--- src/hdl/intc_pkg.sv ---
// ---------------------------------------------------------------------------
// Interrupt controller package
// Shared types, register offsets and register-block helper functions.
// ---------------------------------------------------------------------------
package intc_pkg;

  localparam int unsigned DATA_W     = 32;
  localparam int unsigned SRC_W      = 5;
  localparam int unsigned OFFSET_W   = 6;
  localparam int unsigned KIND_W     = 3;
  localparam int unsigned IN_TDATA_W  = 48;
  localparam int unsigned OUT_TDATA_W = 40;

  // Item kinds carried on the input tuser.
  typedef enum logic [KIND_W-1:0] {
    KIND_SRC_SET   = 3'd0,
    KIND_SRC_CLR   = 3'd1,
    KIND_WORD_RD   = 3'd2,
    KIND_WORD_WR   = 3'd3,
    KIND_BYTE_RD   = 3'd4,
    KIND_BYTE_WR   = 3'd5
  } kind_t;

  // Register byte offsets within the block.
  localparam logic [OFFSET_W-1:0] OFF_IRQ_STATUS = 6'h00;
  localparam logic [OFFSET_W-1:0] OFF_MASK       = 6'h04;
  localparam logic [OFFSET_W-1:0] OFF_LEVEL      = 6'h08;
  localparam logic [OFFSET_W-1:0] OFF_CONTROL    = 6'h0C;
  localparam logic [OFFSET_W-1:0] OFF_FIQ_STATUS = 6'h10;
  localparam logic [OFFSET_W-1:0] OFF_PENDING    = 6'h20;

  typedef struct packed {
    kind_t                kind;
    logic [SRC_W-1:0]     source_index;
    logic [OFFSET_W-1:0]  offset;
    logic [DATA_W-1:0]    write_data;
  } item_t;

  typedef struct packed {
    logic                 fiq_line;
    logic                 irq_line;
    logic                 access_error;
    logic [DATA_W-1:0]    read_data;
  } result_t;

  function automatic logic reg_known(input logic [OFFSET_W-1:0] off);
    return (off == OFF_IRQ_STATUS) || (off == OFF_MASK) || (off == OFF_LEVEL) ||
           (off == OFF_CONTROL) || (off == OFF_FIQ_STATUS) || (off == OFF_PENDING);
  endfunction

  function automatic logic [DATA_W-1:0] reg_read(
    input logic [OFFSET_W-1:0] off,
    input logic [DATA_W-1:0]   pending,
    input logic [DATA_W-1:0]   mask,
    input logic [DATA_W-1:0]   level,
    input logic                ctrl
  );
    logic [DATA_W-1:0] val;
    val = '0;
    unique case (off)
      OFF_IRQ_STATUS: val = pending & mask & ~level;
      OFF_MASK:       val = mask;
      OFF_LEVEL:      val = level;
      OFF_CONTROL:    val = {{(DATA_W-1){1'b0}}, ctrl};
      OFF_FIQ_STATUS: val = pending & mask & level;
      OFF_PENDING:    val = pending;
      default:        val = '0;
    endcase
    return val;
  endfunction

endpackage

--- src/hdl/intc_regfile.sv ---
// ---------------------------------------------------------------------------
// Interrupt controller register file
// Holds pending, mask, level and control state and executes one item.
// ---------------------------------------------------------------------------
module intc_regfile (
  input  logic            clk,
  input  logic            rst_n,
  input  logic            exec_en,
  input  intc_pkg::item_t item,
  output intc_pkg::result_t res
);
  import intc_pkg::*;

  logic [DATA_W-1:0] pending_r, pending_nxt;
  logic [DATA_W-1:0] mask_r, mask_nxt;
  logic [DATA_W-1:0] level_r, level_nxt;
  logic              control_r, control_nxt;

  logic [OFFSET_W-1:0] base_off;
  logic [4:0]          lane_sh;
  logic [DATA_W-1:0]   src_bit;
  logic [DATA_W-1:0]   rd_word;
  logic [DATA_W-1:0]   rd_base;
  logic                wr_en;
  logic [OFFSET_W-1:0] wr_off;
  logic [DATA_W-1:0]   wr_val;

  assign base_off = {item.offset[OFFSET_W-1:2], 2'b00};
  assign lane_sh  = {item.offset[1:0], 3'b000};
  assign src_bit  = {{(DATA_W-1){1'b0}}, 1'b1} << item.source_index;
  assign rd_word  = reg_read(item.offset, pending_r, mask_r, level_r, control_r);
  assign rd_base  = reg_read(base_off, pending_r, mask_r, level_r, control_r);

  always_comb begin
    pending_nxt      = pending_r;
    mask_nxt         = mask_r;
    level_nxt        = level_r;
    control_nxt      = control_r;
    wr_en            = 1'b0;
    wr_off           = item.offset;
    wr_val           = item.write_data;
    res.read_data    = '0;
    res.access_error = 1'b0;

    unique case (item.kind)
      KIND_SRC_SET: pending_nxt = pending_r | src_bit;
      KIND_SRC_CLR: pending_nxt = pending_r & ~src_bit;
      KIND_WORD_RD: begin
        if (reg_known(item.offset)) res.read_data = rd_word;
        else                        res.access_error = 1'b1;
      end
      KIND_WORD_WR: begin
        if (reg_known(item.offset)) wr_en = 1'b1;
        else                        res.access_error = 1'b1;
      end
      KIND_BYTE_RD: begin
        if (reg_known(base_off)) res.read_data = (rd_base >> lane_sh) & 32'h0000_00FF;
        else                     res.access_error = 1'b1;
      end
      KIND_BYTE_WR: begin
        if (reg_known(base_off)) begin
          wr_en  = 1'b1;
          wr_off = base_off;
          wr_val = (rd_base & ~(32'h0000_00FF << lane_sh)) |
                   ({24'd0, item.write_data[7:0]} << lane_sh);
        end else begin
          res.access_error = 1'b1;
        end
      end
      default: ;
    endcase

    // Read-only registers silently ignore writes.
    if (wr_en) begin
      unique case (wr_off)
        OFF_MASK:    mask_nxt    = wr_val;
        OFF_LEVEL:   level_nxt   = wr_val;
        OFF_CONTROL: control_nxt = wr_val[0];
        default: ;
      endcase
    end

    res.irq_line = |(pending_nxt & mask_nxt & ~level_nxt);
    res.fiq_line = |(pending_nxt & mask_nxt & level_nxt);
  end

  always_ff @(posedge clk) begin
    if (!rst_n) begin
      pending_r <= '0;
      mask_r    <= '0;
      level_r   <= '0;
      control_r <= 1'b0;
    end else if (exec_en) begin
      pending_r <= pending_nxt;
      mask_r    <= mask_nxt;
      level_r   <= level_nxt;
      control_r <= control_nxt;
    end
  end

endmodule

--- src/hdl/interrupt_controller_regs.sv ---
// ---------------------------------------------------------------------------
// Interrupt controller register block
// 32-source interrupt controller with pending, mask, level and control state.
// ---------------------------------------------------------------------------
// Usage: every transfer on the input stream is one item. Its kind travels on
// in_tuser: set or clear one source's pending bit, or a word or byte read or
// write at a byte offset in the register block. Every item yields exactly one
// transfer on the output stream carrying the read data, an access error flag
// and the IRQ and FIQ line levels as they stand after the item has acted.
// The item is captured in an input register, executed against the register
// file by a single pass of combinational logic and the result is captured in
// an output register, which drives out_tvalid. An item waits in the input
// register while the output register holds a result not yet taken. One
// item is accepted in every cycle while the output side keeps up; the state
// update happens at the moment an item moves into the output register,
// which keeps the results in order.
// When the receiver stalls, the output register holds its result and the
// input register can still take one more item, after which in_tready falls
// until the output is taken. A synchronous reset clears all interrupt state
// and both pipeline stages; no item is in flight after reset.
// ---------------------------------------------------------------------------
module interrupt_controller_regs (
  input  logic                                  clk,
  input  logic                                  rst_n,
  input  logic                                  in_tvalid,
  output logic                                  in_tready,
  // [4:0] source_index, [10:5] offset, [42:11] write_data, [47:43] zero
  input  logic [intc_pkg::IN_TDATA_W-1:0]       in_tdata,
  // [2:0] kind
  input  logic [intc_pkg::KIND_W-1:0]           in_tuser,
  output logic                                  out_tvalid,
  input  logic                                  out_tready,
  // [31:0] read_data, [32] access_error, [33] irq_line, [34] fiq_line,
  // [39:35] zero
  output logic [intc_pkg::OUT_TDATA_W-1:0]      out_tdata
);
  import intc_pkg::*;

  item_t   in_item_r;
  logic    in_valid_r;
  result_t out_res_r;
  logic    out_valid_r;
  result_t exec_res;
  logic    advance;

  // An item moves on when the output register is empty or being drained.
  assign advance   = in_valid_r && (!out_valid_r || out_tready);
  assign in_tready = !in_valid_r || advance;

  always_ff @(posedge clk) begin
    if (!rst_n) begin
      in_valid_r <= 1'b0;
    end else if (in_tready) begin
      in_valid_r <= in_tvalid;
    end
  end

  // Payload carries no reset; it is qualified by the valid flag.
  always_ff @(posedge clk) begin
    if (in_tvalid && in_tready) begin
      in_item_r.kind         <= kind_t'(in_tuser);
      in_item_r.source_index <= in_tdata[SRC_W-1:0];
      in_item_r.offset       <= in_tdata[SRC_W+OFFSET_W-1:SRC_W];
      in_item_r.write_data   <= in_tdata[SRC_W+OFFSET_W+DATA_W-1:SRC_W+OFFSET_W];
    end
  end

  intc_regfile u_regfile (
    .clk     (clk),
    .rst_n   (rst_n),
    .exec_en (advance),
    .item    (in_item_r),
    .res     (exec_res)
  );

  always_ff @(posedge clk) begin
    if (!rst_n) begin
      out_valid_r <= 1'b0;
    end else if (advance) begin
      out_valid_r <= 1'b1;
    end else if (out_tready) begin
      out_valid_r <= 1'b0;
    end
  end

  always_ff @(posedge clk) begin
    if (advance) begin
      out_res_r <= exec_res;
    end
  end

  assign out_tvalid = out_valid_r;
  assign out_tdata  = {{(OUT_TDATA_W-DATA_W-3){1'b0}}, out_res_r};

endmodule

--- config.mk ---
export PLATFORM = sky130hd
export DESIGN_NAME = interrupt_controller_regs
export DESIGN_NICKNAME = d
export VERILOG_FILES = /design/src/hdl/intc_pkg.sv /design/src/hdl/intc_regfile.sv /design/src/hdl/interrupt_controller_regs.sv
export SDC_FILE = /design/constraint.sdc
export NUM_CORES = 1
export LEC_CHECK = 0
export BUFFER_PORTS_ARGS = -buffer_cell sky130_fd_sc_hd__buf_2
export CAP_MARGIN = 10
export CORE_MARGIN = 2
export CORE_UTILIZATION = 23
export CTS_BUF_LIST = sky130_fd_sc_hd__clkbuf_2
export CTS_CLUSTER_SIZE = 14
export DETAILED_ROUTE_END_ITERATION = 12
export SLEW_MARGIN = 20
export SYNTH_ARGS = -nofsm -noshare
export SYNTH_HDL_FRONTEND = slang
export SYNTH_SLANG_ARGS = --single-unit
export TNS_END_PERCENT = 50
--- constraint.sdc ---
create_clock -name clk -period 5.5 [get_ports clk]
set_input_delay 0.275 -clock clk [delete_from_list [all_inputs] [get_ports clk]]
set_output_delay 0.275 -clock clk [all_outputs]
set_load 0.02 [all_outputs]
==> results_dict.tcl, run 1 <==
set metrics [dict create \
    syn_area_per_cell_um2 8.648 \
    yosysUniqueCellTypes 85 \
    r2r_slack_ns 0.83 \
    first_pass_iters 5 \
    crit_path_start_kind "flop" \
    syn_area_um2 11640 \
    fin_setup_tns_ns 0 \
    p_leak_nw 5.481 \
    start_util_pct 23.25 \
    slowest_stage "edfxtp_1" \
    crit_required_ns 6.30 \
    crit_arrival_ns 5.48 \
    p_per_area_nw_per_um2 186.9 \
    clk_pin_slew_ns 0.30 \
    max_cap_violations 0 \
    routedWlPerCell_um 23.75 \
    peakVddDrop_mv 0.1297 \
    slew_viol_final 0 \
    cts_tree "built" \
    synth-seq-cells 180 \
    ys_seq_area_share_pct 37.92 \
    min_to "u_regfile.level_r[22]" \
    period_share_pct 84.99 \
    grt_max_degree 54 \
    rows 82 \
    place.gp.congestion 0.9872 \
    dieWidth_um 229.0 \
    worst_slew_pin_slew_ns 1.112 \
    grt_pass1_vias 11592 \
    cts_num_sinks 180 \
    io_buffers 86 \
    grt_pass1_wl_mm 76.53 \
    setup-violations-final 0 \
    ys_warn_count 0 \
    synth-edff-count 81 \
    min_period_ns 4.674 \
    cts_setup_buffers 0 \
    post_cts_resized 0 \
    fin_util_pct 28.27 \
    nNetsFinal 1561 \
    clk_latency_ns 1.08 \
    cts_max_level 4 \
    rr_endpoint "out_tdata[33]" \
    vias 12319 \
    reg2reg_depth 10 \
    crit_path_end_kind "flop" \
    io_pins 97 \
    drive_gt1_share_pct 15.08 \
    core_um2 50070 \
    skew_ns 0.05970 \
    avgViaCountPerCell 5.620 \
    synth-async-reset-ratio_pct 0 \
    hold_viol 0 \
    rsz0062_at_grt "false" \
    die-area_um2 52420 \
    die_h_um 229.0 \
    r2r_start "in_item_r[35]" \
    worstSetupPathType "reg2reg" \
    drtIter0Drc 1535 \
    grt_use_total_pct 19.62 \
    wl_mm 52.06 \
    drc 0 \
    ant_nets 0 \
    ys.flop_type "dfxtp_1" \
    min_path_cells 3 \
    clockRootBuffer "clkbuf_2" \
    syn_inst 1346 \
    dpl.hpwl_mm 37.40 \
    hold_path.class "in2reg" \
    fmax_ghz 0.2139 \
    gr-total-overflow 0 \
    status "finished, final reports clean" \
    syn2layout_area_growth_pct 21.62 \
    path_max_fanout 15 \
    path_cells "buf_4, or2_2, a21oi_1, a211o_1, a21oi_1, a2bb2oi_1, a2111oi_0, or3_1, or4_1, or4_1" \
    worstHoldStart "rst_n" \
    maxSlewHeadroom_pct 24.91 \
    antenna_found_initial 2 \
    cp_slowest_stage_delay_ns 0.76 \
    numCtsBuffers 17 \
    max-clock-path-buffers 2 \
]
-- where the power goes --
part / switching, W / internal [W] / leakage [nW]
combinational: 0.000251 / 0.000149 / 3.77
clock: 0.000571 / 0.000183 / 0.142
sequential: 0.0000466 / 0.00145 / 1.57
-- registers in the layout (all words and copies together), names as in the netlist --
signal               flops
in_item_r               46
in_valid_r               1
out_tdata               35
out_tvalid               1
u_regfile.control_r      1
u_regfile.level_r       32
u_regfile.mask_r        32
u_regfile.pending_r     32
-- layer usage --
layer	share of wire [%]	track usage, %
met5	0.031	0
met4	4.8	10.06
met3	9.2	4.903
met2	45	30.48
met1	41	25.13
-- critical path: cells and delay by family, from the launching register on --
kind / cells / cell delay (ns)
compound gates: 5 / 1.30
flops: 1 / 0.76
simple gates: 4 / 2.02
buf+inv: 1 / 0.37
-- worst max path at each step --
stage | from | endpoint | slack (ns) | cells after the start
floorplan | in_item_r[37] | out_tdata[33] | 2.26 | 12
global placement | in_item_r[35] | out_tdata[33] | 1.01 | 10
detailed placement | in_item_r[35] | out_tdata[33] | 0.96 | 10
CTS | in_item_r[35] | out_tdata[33] | 0.93 | 10
global route | in_item_r[34] | out_tdata[33] | 0.66 | 8
finish | in_item_r[35] | out_tdata[33] | 0.83 | 10
-- per-stage QoR --
| stage | area (um^2) | power, W | hold slack, ns | setup WS [ns] | cells |
|---|---|---|---|---|---|
| after floorplan | 11650 | 0.001699 | 0.3739 | 2.263 | 1350 |
| after global placement | 12920 | 0.001848 | 0.4526 | 1.008 | 2059 |
| after detailed placement | 12920 | 0.001852 | 0.4531 | 0.9604 | 2059 |
| after CTS | 14150 | 0.002666 | 0.3136 | 0.9288 | 2191 |
| after global routing | 14160 | 0.002743 | 0.2557 | 0.6621 | 2192 |
| final | 14160 | 0.002646 | 0.2981 | 0.8257 | 2192 |
-- repair_timing --
action | 4_1_cts | 5_1_grt
setup endpoints to repair | 0 | 0
endpoints found under the hold margin | 107 | 0
hold buffers | 100 | 0
-- cells in the mapped netlist, types with 27 or more instances --
library cell | number | area, um^2
clkbuf_1 | 63 | 236.5
edfxtp_1 | 81 | 2432
nand2_1 | 164 | 615.6
mux2i_1 | 43 | 430.4
a21oi_1 | 60 | 300.3
o211ai_1 | 31 | 232.7
o211a_1 | 58 | 580.6
nand3_1 | 42 | 210.2
o21ai_0 | 75 | 375.4
dfxtp_1 | 99 | 1982
nor3_1 | 27 | 135.1
nand4_1 | 29 | 181.4
nor2_1 | 110 | 412.9
-- layout make-up --
cell class	count	area, um^2
diodes	1	2.502
clock buffers	18	90.09
clock inverters	14	138.9
fillers	5406	35910
inverters	15	56.30
multi-input cells	1037	6649
flip-flops and latches	180	4414
well taps	672	840.8
repair buffers	255	1964
-- cells by family (layout without fill, tap and decap cells) --
kind of cell	Yosys count	in the layout	synth area share, %
compound gates	398	398	24.85
xor+xnor	3	3	0.2258
buf+inv	133	302	5.332
flops	180	180	37.92
mux	56	56	5.052
other cells	1	6	0.03222
simple gates	575	575	26.58
-- cells in the final DEF, fill, tap and decap left out, drive strengths merged, types with 16 or more instances in the layout --
master,synthesis,final
dfxtp,99,99
o211ai,31,31
nor3,29,29
nand4,29,29
and4b,16,16
buf,55,155
or3,22,22
nand3,42,42
a31oi,17,17
o211a,58,58
clkbuf,63,18
nor2b,25,25
a21oi,62,62
nor3b,22,22
o21ai,79,79
edfxtp,81,81
a21boi,20,20
nor2,111,111
nand2,164,164
mux2i,43,43
and2,22,22
nand3b,18,18
inv,15,23
dlygate4sd3,0,100
No activity file was read; power rests on OpenSTA's default activity.
==> run 2, diff against run 1 <==
==> constraint.sdc (replaced) <==
create_clock -name clk -period 4.1 [get_ports clk]
set_input_delay 0.205 -clock clk [delete_from_list [all_inputs] [get_ports clk]]
set_output_delay 0.205 -clock clk [all_outputs]
set_load 0.02 [all_outputs]
==> results_dict.tcl, run 2 (synthesis gave the netlist of run 1 again) <==
set metrics [dict create \
    syn2layout_area_growth_pct 26.17 \
    finalWorstSetupSlack_ns 0.1511 \
    io_pins 97 \
    finalPower_w 0.003571 \
    setup-violations-final 0 \
    routedWlPerCell_um 23.55 \
    clk_latency_ns 1.08 \
    max_cap_violations 0 \
    status "finished, final reports clean" \
    drive_gt1_share_pct 18.21 \
    worstSetupPathType "reg2reg" \
    clockRootBuffer "clkbuf_2" \
    max-clock-path-buffers 2 \
    numCtsBuffers 17 \
    antenna_found_initial 1 \
    crit_path_start_kind "flop" \
    first_pass_iters 6 \
    period_share_pct 96.32 \
    nNetsFinal 1618 \
    vias 12517 \
    placedInstanceArea_um2 13430 \
    fin_setup_tns_ns 0 \
    die_h_um 229.0 \
    core_um2 50070 \
    cts_max_level 4 \
    slew_viol_final 0 \
    avgViaCountPerCell 5.563 \
    rows 82 \
    largest_reg_flops 46 \
    crit_path_end_kind "flop" \
    place.gp.congestion 0.9778 \
    pre_cts_ws_ns 0.06709 \
    io_buffers 86 \
    fmax_ghz 0.2532 \
    die-area_um2 52420 \
    most-common-layout-cells "164 x nand2_1, 117 x buf_4, 107 x nor2_1" \
    drtIter0Drc 1639 \
    peakVddDrop_mv 0.1320 \
    cts_num_sinks 180 \
    hold_viol 0 \
    ant_nets 0 \
    final_common_cell "nand2_1" \
    p_leak_nw 5.781 \
    dieWidth_um 229.0 \
    maxSlewHeadroom_pct 41.20 \
    worst_slew_pin_slew_ns 0.8788 \
    crit_required_ns 4.85 \
    regMostFlops "in_item_r" \
    cts_tree "built" \
    timing.hold.ws_ns 0.1898 \
    rsz0062_at_grt "false" \
    drc 0 \
    start_util_pct 23.25 \
    clk_pin_slew_ns 0.31 \
    fin_area_um2 14690 \
    gr-total-overflow 0 \
    hold_path.class "in2reg" \
    path_max_fanout 36 \
    min_period_ns 3.949 \
    p_per_area_nw_per_um2 243.1 \
    wl_mm 52.99 \
    grt_pass1_vias 11608 \
    grt_use_total_pct 19.92 \
    dpl.hpwl_mm 39.47 \
    grt_pass1_wl_mm 77.03 \
    crit_arrival_ns 4.70 \
    grt_max_degree 71 \
    skew_ns 0.08611 \
]
## run 2: cell count changes in the layout (fill, tap and decap cells not counted), moves of 2 or more
| cell | delta |
|---|---|
| buf_12 | +8 |
| buf_4 | +48 |
| clkinv_4 | +2 |
| inv_6 | -5 |
## run 2: final timing paths
kind | from | cells past startpoint | end | slack [ns]
max | in_item_r[37] | 10 | out_tdata[34] | 0.15
min | rst_n | 3 | u_regfile.level_r[30] | 0.19
max reg2reg | in_item_r[37] | 10 | out_tdata[34] | 0.15
min reg2reg | u_regfile.mask_r[30] | 1 | u_regfile.mask_r[30] | 0.55
## run 2: per-stage QoR
step	utilization, %	cells
detailed placement	26.82	2115
CTS	29.27	2247
floorplan	-	1350
finish	29.33	2250
global route	29.33	2249
global placement	26.82	2115
## run 2: cell type report
cell class | count | area, um^2
sequential | 180 | 4414
timing repair buffer | 312 | 2490
clock buffer | 19 | 95.09
inverter | 15 | 56.30
antenna | 2 | 5.005
tap | 672 | 840.8
fill | 5404 | 35380
clock inverter | 13 | 127.6
multi-input combinational | 1037 | 6658
## run 2: what timing repair did
item                       4_1_cts  5_1_grt
setup endpoints to repair        0        1
resized for setup                0        2
buffers inserted                 0        1
hold endpoints to repair       125        0
hold buffers                   100        0
## run 2: where the power goes
group,switching (W),internal (W)
sequential,0.0000588,0.00194
clock,0.000758,0.000241
combinational,0.000344,0.000231
total,0.00116,0.00241
## run 2: worst max-delay path: stages, from the launching register on
cell and delay (ns):
edfxtp_1 0.67, buf_4 0.33, nor4b_4 0.36, o211a_2 0.39, buf_4 0.45, nor2_1 0.17
buf_4 0.20, o221ai_1 0.39, o2111a_1 0.30, nand4_1 0.12, nand4b_1 0.29
## run 2: routing by layer
metal / GRT usage [%] / part of all wire [%] / vias to the layer above
met5: 0 / 0 / -
met1: 26.35 / 41 / 6085
met2: 30.50 / 44 / 741
met3: 4.354 / 9.3 / 151
li1: - / - / 5540
met4: 10.04 / 5.5 / 0
==> run 3, diff against run 2 <==
--- a/config.mk
+++ b/config.mk
@@ -9,7 +9,7 @@
 export CAP_MARGIN = 10
 export CORE_MARGIN = 2
 export CORE_UTILIZATION = 23
-export CTS_BUF_LIST = sky130_fd_sc_hd__clkbuf_2
+export CTS_BUF_LIST = sky130_fd_sc_hd__clkbuf_8
 export CTS_CLUSTER_SIZE = 14
 export DETAILED_ROUTE_END_ITERATION = 12
 export SLEW_MARGIN = 20
==> results_dict.tcl, run 3 (synthesis gave the netlist of run 1 again) <==
set metrics [dict create \
    grt_use_total_pct 19.77 \
    wl_met1_mm 21.75 \
    status "finished, final reports clean" \
    clk_latency_ns 0.59 \
    path_max_fanout 18 \
    crit_path_start_kind "flop" \
    setup-violations-final 0 \
    r2r_slack_ns 0.11 \
    hold_path.class "in2reg" \
    fin_setup_tns_ns 0 \
    largest_reg_flops 46 \
    crit_path_end_kind "flop" \
    syn2layout_area_growth_pct 22.97 \
    period_share_pct 97.40 \
    skew_ns 0.03541 \
    place.gp.congestion 0.9778 \
    worstSetupPathType "reg2reg" \
    nNetsFinal 1566 \
    fmax_ghz 0.2504 \
    rr_endpoint "out_tdata[33]" \
    timing.critical_path.buf_inv 1 \
    crit_arrival_ns 4.32 \
    drtIter0Drc 1548 \
    avgViaCountPerCell 5.566 \
    io_buffers 86 \
    max_cap_violations 0 \
    slowest_stage "edfxtp_1" \
    routedWlPerCell_um 23.92 \
    n_fill_cell 5437 \
    clk_pin_slew_ns 0.11 \
    wl_met2_mm 23.54 \
    maxSlewHeadroom_pct 42.26 \
    crit_path_end "out_tdata[33]" \
    rows 82 \
    antenna_found_initial 1 \
    final_common_cell "nand2_1" \
    grt_pass1_vias 11296 \
    core_um2 50070 \
    grt_max_degree 71 \
    path_common_cell "or4_1" \
    cts_max_level 4 \
    dieWidth_um 229.0 \
    wl_met3_mm 4.657 \
    slew_viol_final 0 \
    highest_layer "met5" \
    cts_tree "built" \
    gr-total-overflow 0 \
    p_leak_nw 5.617 \
    reg2reg_depth 9 \
    crit_required_ns 4.43 \
    cp.depth 9 \
    first_pass_iters 6 \
    most-common-layout-cells "164 x nand2_1, 117 x buf_4, 107 x nor2_1" \
    max-clock-path-buffers 2 \
    rsz0062_at_grt "false" \
    numCtsBuffers 17 \
    grt_pass1_wl_mm 76.19 \
    fin_cells 2197 \
    r2r_start "in_item_r[37]" \
    dp.cells 2115 \
    min_period_ns 3.993 \
    drive_gt1_share_pct 18.77 \
    cts_num_sinks 180 \
    worst_slew_pin_slew_ns 0.8630 \
    die_h_um 229.0 \
    dpl.hpwl_mm 39.47 \
    drc 0 \
    hold_viol 0 \
    p_per_area_nw_per_um2 266.3 \
    io_pins 97 \
    path_cells "buf_4, nor4b_4, a32oi_1, and2_1, nand4_1, a31oi_1, or3_1, or4_1, or4_1" \
    ant_nets 0 \
    cp-startpoint "in_item_r[37]" \
    vias 12229 \
    cp_slowest_stage_delay_ns 0.67 \
    peakVddDrop_mv 0.1669 \
    start_util_pct 23.25 \
    regMostFlops "in_item_r" \
    clockRootBuffer "clkbuf_8" \
    die-area_um2 52420 \
    wl_mm 52.56 \
    cts_setup_buffers 0 \
    critical_path.top_delay_family "simple AND/OR/NAND/NOR gates" \
]
## run 3: changes by cell type in the layout (fill, tap and decap cells not counted), sizes merged
cell,before,now
diode,2,1
inv,19,21
clkinv,7,6
buf,212,211
dlygate4sd3,100,49
clkbuf,19,18
## run 3: layout make-up
class                   count  area (um^2)  area share, %
multi-input cells        1037         6661          46.54
clock inverters            14        131.4         0.9178
diodes                      1        2.502        0.01748
inverters                  15        56.30         0.3934
flip-flops and latches    180         4414          30.84
clock buffers              18        247.7          1.731
well taps                 672        840.8          5.874
repair buffers            260         1959          13.69
## run 3: routing by layer
metal	track usage [%]	vias up
met2	30.48	731
met3	3.568	135
met4	9.801	2
met1	26.51	5922
met5	0	-
li1	-	5439
## run 3: worst min path at each step
stage,start,end,slack [ns],cells after the start
after floorplan,in_tdata[11],in_item_r[0],0.30,0
after CTS,rst_n,out_tvalid,0.12,2
after detailed placement,in_tdata[39],in_item_r[28],0.38,1
after global placement,in_tdata[22],in_item_r[11],0.38,1
final,rst_n,out_tvalid,0.15,2
after global routing,rst_n,out_tvalid,0.15,2
## run 3: stage by stage
step	power [W]	hold WS (ns)	setup WS [ns]	area (um^2)	utilization, %
final	0.003812	0.1515	0.1067	14310	28.59
after floorplan	0.002279	0.3039	0.8632	11650	-
after CTS	0.003854	0.1208	0.04918	14300	28.56
after detailed placement	0.002518	0.3831	0.06709	13430	26.82
after global routing	0.003952	0.1541	0.004556	14310	28.58
after global placement	0.002514	0.3835	0.1093	13430	26.82
## run 3: repair_timing
action,in CTS,in global routing
setup endpoints to repair,0,1
hold buffers,49,0
hold endpoints to repair,48,0
gates resized for setup,0,3
## run 3: report_power, final
part	switching [W]	leakage [nW]	internal (W)	total, W
Clock	0.000780	0.199	0.000504	0.00128
Combinational	0.000336	3.85	0.000197	0.000533
Sequential	0.0000609	1.57	0.00193	0.00199
Total	0.00118	5.62	0.00263	0.00381
## run 3: worst register-to-register path, stage by stage (launching register included)
cell and delay (ns):
edfxtp_1 0.67, buf_4 0.38, nor4b_4 0.49, a32oi_1 0.15, and2_1 0.22, nand4_1 0.10, a31oi_1 0.27, or3_1 0.48
or4_1 0.51, or4_1 0.50
